<file path="config.mk">
export PLATFORM = sky130hd
export DESIGN_NAME = s16c_ctrl
export DESIGN_NICKNAME = d
export VERILOG_FILES = /design/src/hdl/s16c_pkg.sv /design/src/hdl/s16c_ctrl.sv
export SDC_FILE = /design/constraint.sdc
export NUM_CORES = 1
export LEC_CHECK = 0
export BUFFER_PORTS_ARGS = -buffer_cell sky130_fd_sc_hd__buf_2
export CAP_MARGIN = 20
export CORE_AREA = 2 2 39 41
export CTS_CLUSTER_DIAMETER = 80
export DETAILED_ROUTE_END_ITERATION = 10
export DIE_AREA = 0 0 41 43
export GPL_ROUTABILITY_DRIVEN = 0
export HOLD_SLACK_MARGIN = 0.15
export PLACE_DENSITY_LB_ADDON = 0.15
export SETUP_SLACK_MARGIN = 0.3
export SYNTH_ARGS = -nofsm -noshare
export SYNTH_HDL_FRONTEND = slang
export SYNTH_SLANG_ARGS = --single-unit
</file>
<file path="constraint.sdc">
create_clock -name clock -period 1.9 [get_ports clock]
set_input_delay 0.19 -clock clock [delete_from_list [all_inputs] [get_ports clock]]
set_output_delay 0.19 -clock clock [all_outputs]
set_load 0.02 [all_outputs]
</file>
<file path="src/hdl/s16c_pkg.sv">
// Package for the 16-bit CPU core: host function codes, fault codes,
// controller states and the controller/datapath command and status structs.
// No dependencies.
package s16c_pkg;

   typedef enum logic [2:0] {
      FUNC_WRITE_MEM = 3'd0,
      FUNC_READ_MEM  = 3'd1,
      FUNC_READ_REG  = 3'd2,
      FUNC_START     = 3'd3,
      FUNC_EXECUTE   = 3'd4
   } func_type;

   localparam logic [2:0] FAULT_NONE  = 3'd0;
   localparam logic [2:0] FAULT_OPC   = 3'd1;
   localparam logic [2:0] FAULT_READ  = 3'd2;
   localparam logic [2:0] FAULT_WRITE = 3'd3;
   localparam logic [2:0] FAULT_JUMP  = 3'd4;
   localparam logic [2:0] FAULT_FETCH = 3'd5;

   localparam logic [15:0] STOP_WORD = 16'h3800;

   localparam logic [1:0] CLS_MOVE  = 2'd0;
   localparam logic [1:0] CLS_ALU   = 2'd1;
   localparam logic [1:0] CLS_JUMP  = 2'd2;
   localparam logic [1:0] CLS_BRNCH = 2'd3;

   localparam logic [2:0] MV_MOV   = 3'd0;
   localparam logic [2:0] MV_LOAD  = 3'd1;
   localparam logic [2:0] MV_STORE = 3'd2;
   localparam logic [2:0] MV_MOVL  = 3'd4;
   localparam logic [2:0] MV_MOVH  = 3'd5;
   localparam logic [2:0] MV_NOP   = 3'd7;

   localparam logic [4:0] ALU_ADD  = 5'd0;
   localparam logic [4:0] ALU_SUB  = 5'd1;
   localparam logic [4:0] ALU_OR   = 5'd2;
   localparam logic [4:0] ALU_AND  = 5'd3;
   localparam logic [4:0] ALU_XOR  = 5'd4;
   localparam logic [4:0] ALU_COMP = 5'd7;
   localparam logic [4:0] ALU_NOT  = 5'd8;
   localparam logic [4:0] ALU_INC  = 5'd9;
   localparam logic [4:0] ALU_DEC  = 5'd10;
   localparam logic [4:0] ALU_NEG  = 5'd11;
   localparam logic [4:0] ALU_CLR  = 5'd12;

   typedef enum logic [2:0] {
      ST_IDLE,
      ST_CLEAR,
      ST_FETCH,
      ST_EXEC,
      ST_LOAD,
      ST_RESP
   } state_type;

   // controller -> datapath
   typedef struct packed {
      logic clr_step;    // write zero at clear address, advance it
      logic host_write;  // write host data to memory
      logic host_read;   // read memory at host address
      logic reg_read;    // latch register for response
      logic start;       // reload pc, clear flags, fault and halt
      logic fetch;       // issue instruction fetch at pc
      logic exec;        // decode and execute fetched word
      logic load_wb;     // write load data to register
      logic rsp;         // present response
   } cmd_type;

   // datapath -> controller
   typedef struct packed {
      logic clr_done;
      logic halted;
      logic fetch_ok;
      logic need_load;
   } stat_type;

endpackage

</file>
<file path="src/hdl/s16c_ctrl.sv">
// Controller state machine of the 16-bit CPU core.
// Depends on s16c_pkg.
module s16c_ctrl (
   input  logic               clock,
   input  logic               reset,
   input  logic               start,
   input  logic [2:0]         func,
   input  s16c_pkg::stat_type stat,
   output s16c_pkg::cmd_type  cmd,
   output logic               busy
);
   import s16c_pkg::*;

   state_type state_ff, state_in;

   always_ff @(posedge clock) begin
      if (reset) begin
         state_ff <= ST_CLEAR;
      end else begin
         state_ff <= state_in;
      end
   end

   always_comb begin
      state_in = state_ff;
      case (state_ff)
         ST_CLEAR: begin
            if (stat.clr_done) state_in = ST_IDLE;
         end
         ST_IDLE: begin
            if (start) begin
               if (func == FUNC_EXECUTE && !stat.halted) state_in = ST_FETCH;
               else state_in = ST_RESP;
            end
         end
         ST_FETCH: begin
            state_in = stat.fetch_ok ? ST_EXEC : ST_RESP;
         end
         ST_EXEC: begin
            state_in = stat.need_load ? ST_LOAD : ST_RESP;
         end
         ST_LOAD:  state_in = ST_RESP;
         ST_RESP:  state_in = ST_IDLE;
         default:  state_in = ST_IDLE;
      endcase
   end

   always_comb begin
      cmd  = '0;
      busy = 1'b1;
      case (state_ff)
         ST_CLEAR: cmd.clr_step = 1'b1;
         ST_IDLE: begin
            busy = 1'b0;
            if (start) begin
               case (func)
                  FUNC_WRITE_MEM: cmd.host_write = 1'b1;
                  FUNC_READ_MEM:  cmd.host_read  = 1'b1;
                  FUNC_READ_REG:  cmd.reg_read   = 1'b1;
                  FUNC_START:     cmd.start      = 1'b1;
                  default:        cmd.host_read  = 1'b0;
               endcase
            end
         end
         ST_FETCH: cmd.fetch   = 1'b1;
         ST_EXEC:  cmd.exec    = 1'b1;
         ST_LOAD:  cmd.load_wb = 1'b1;
         ST_RESP:  cmd.rsp     = 1'b1;
         default:  busy = 1'b1;
      endcase
   end
endmodule

</file>
==> flow_summary_export.csv <==
group,metric,value,unit
detailed_routing,drc,0,
synth,yosys_warnings,0,
sta,final.setup.tns,0,ps
synth,avgSynthCellArea,7.88,um2
synth,netlist_instances,34,
pwr,power_density,551,mW/mm2
sta,fmax,659,MHz
clock_network,cts_tree,"done",
finish,top_register,"state_ff",
global_routing,overflow,0,
sta,fin_worst_skew,2.88,ps
sta,worst_pin_slew,231,ps
sta,max_slew_margin,84.6,%
clock_network,worstSkewPairLatency,230,ps
finish,layout_commonest_cell,"buf_2",
clock_network,cts_max_level,1,
finish,fin_area,463,um2
sta,finalSetupViolCount,0,
detailed_routing,wire_per_inst,9.85,um
die,rows,14,
finish,final_util,33.5,%
synth,ys_types,20,
synth,synth_seq_area_share,22.4,%
die,fp.dieH,43,um
clock_network,path_clk_slew,40,ps
critical_path,worstPathArrival,1330,ps
global_routing,grt_start_max_net_pins,12,
global_routing,grt_use_met2,14.1,%
clock_network,hold_buffers,0,
placed_design,place_area,389,um2
finish,diodes,0,
finish,syn2layout_area_growth,72.9,%
sta,fin_crit_sh,79.8,%
finish,reg_top3,"state_ff (3)",
critical_path,critical_path_class,"reg2out",
finish,final_cell_mix,"buf_2 (17), nor3b_1 (4), buf_4 (4)",
synth,synthesis.nets,44,
detailed_routing,antenna_left,0,
clock_network,numCtsBuffers,3,
pwr,power.total,0.255,mW
placed_design,placed_cells,69,
min_path,holdCritPathClass,"in2reg",
synth,netlist_area,268,um2
detailed_routing,drt-initial-drc-count,1,
placed_design,dp_hpwl,553,um
pwr,leakage,0.220,nW
critical_path,critPathRequiredTime,1710,ps
sta,finalCriticalPeriod,1520,ps
critical_path,worst_setup_path_end_kind,"output port",
global_routing,busiest_layer,"met2",
critical_path,critPathMaxFanout,2,
placed_design,portBuffers,19,
min_path,min_path_cells,2,
global_routing,antenna_found_initial,0,
global_routing,grt_util_all_layers,9.52,%
clock_network,cts_root_buf,"clkbuf_4",
synth,ys_ff_latch,3,
critical_path,r2r_cells,4,
detailed_routing,routed_via_density,4.36,
global_routing,grt_use_met1,12.1,%
die,die_area,0.00176,mm2
pwr,ir_drop,0.194,mV
flow_run,cap_violations,0,
finish,finalNonFillerCells,74,
clock_network,cts_num_sinks,3,
die,chipWidth,41,um
sta,timing_hold_violations_final,0,
sta,grt_setup_unrepaired,"yes",
global_routing,grt_pass1_vias,290,
finish,largest_reg_flops,3,
detailed_routing,detailroute.via_count,323,
die,initial_core_util,19.3,%
detailed_routing,routed_wl,729,um
die,io-pin-count,20,
clock_network,cts_max_path_buffers,2,
global_routing,grt_pass1_wl,1.17,mm
die,core_area,0.00138,mm2
finish,layout-drive-gt1-share,55.2,%
sta,slew_violations,0,
critical_path,crit_path_start_kind,"register",
detailed_routing,drtPass1Iterations,2,
run_status,outcome,"completed",
global_routing,use_met3,1.57,%
finish,layout.nets,69,
## routing by layer
layer / share of wire, % / vias to the layer above
li1: - / 170
met3: 4.0 / 0
met1: 42 / 147
met5: 0 / -
met4: 0 / 0
met2: 54 / 6
## metrics by stage
stage | hold WS (ps) | worst slack, ps
after floorplan | 259 | 428
after global placement | 423 | 398
after detailed placement | 423 | 354
after CTS | 166 | 308
after global routing | 169 | 258
final | 172 | 383
## cell families (layout without fill, tap and decap cells)
family | Yosys count | count (layout) | synth area share (%)
simple gates | 21 | 21 | 59.3
flops | 3 | 3 | 22.4
compound gates | 5 | 5 | 10.7
buf+inv | 5 | 29 | 7.47
## synth_stat cells
master / instances / area share (%)
nor3_1: 1 / 1.9
dfxtp_1: 3 / 22
nor4b_4: 1 / 8.9
and3b_1: 2 / 6.5
buf_2: 1 / 1.9
clkbuf_1: 1 / 1.4
nor2_1: 3 / 4.2
o211ai_1: 1 / 2.8
nand4b_1: 1 / 3.3
nand3b_1: 1 / 2.8
or4b_4: 1 / 5.1
nand2b_1: 2 / 4.7
nand2_1: 2 / 2.8
inv_1: 3 / 4.2
a31oi_1: 1 / 2.3
and2_1: 2 / 4.7
nor4b_1: 1 / 3.3
o21ai_1: 1 / 1.9
a21oi_1: 2 / 3.7
nor3b_1: 4 / 11
## power by group
group / leakage [nW] / internal (mW) / switching (mW)
logic: 0.180 / 0.0337 / 0.0374
clock network: 0.0150 / 0.0787 / 0.0333
registers: 0.0251 / 0.0667 / 0.00528
## layout make-up
| class | instances | area [um2] |
|---|---|---|
| fill | 163 | 921 |
| tap | 16 | 20.0 |
| multi-input combinational | 26 | 214 |
| timing repair buffer | 22 | 126 |
| clock buffer | 4 | 26.3 |
| sequential | 3 | 65.1 |
| inverter | 3 | 11.3 |
## critical path, cell delays in order, from the launching register on
cell	delay [ps]
dfxtp_2	320
nor3_4	200
inv_2	70
nor4b_4	220
and2_1	160
buf_4	140
## what timing repair did
item | CTS | global route
buffers inserted | 0 | 1
pin swaps | 0 | 3
endpoints found under the setup margin | 2 | 2
gates resized for setup | 5 | 6
endpoints found under the hold margin | 0 | 0
## final timing paths
path	from	to	slack, ps
worst max-delay path	state_ff[0]	cmd[6]	380
worst min-delay path	reset	state_ff[2]	170
worst max register to register	state_ff[1]	state_ff[0]	840
worst min register to register	state_ff[2]	state_ff[1]	510
Note: power is estimated with default switching activity, not from simulation.
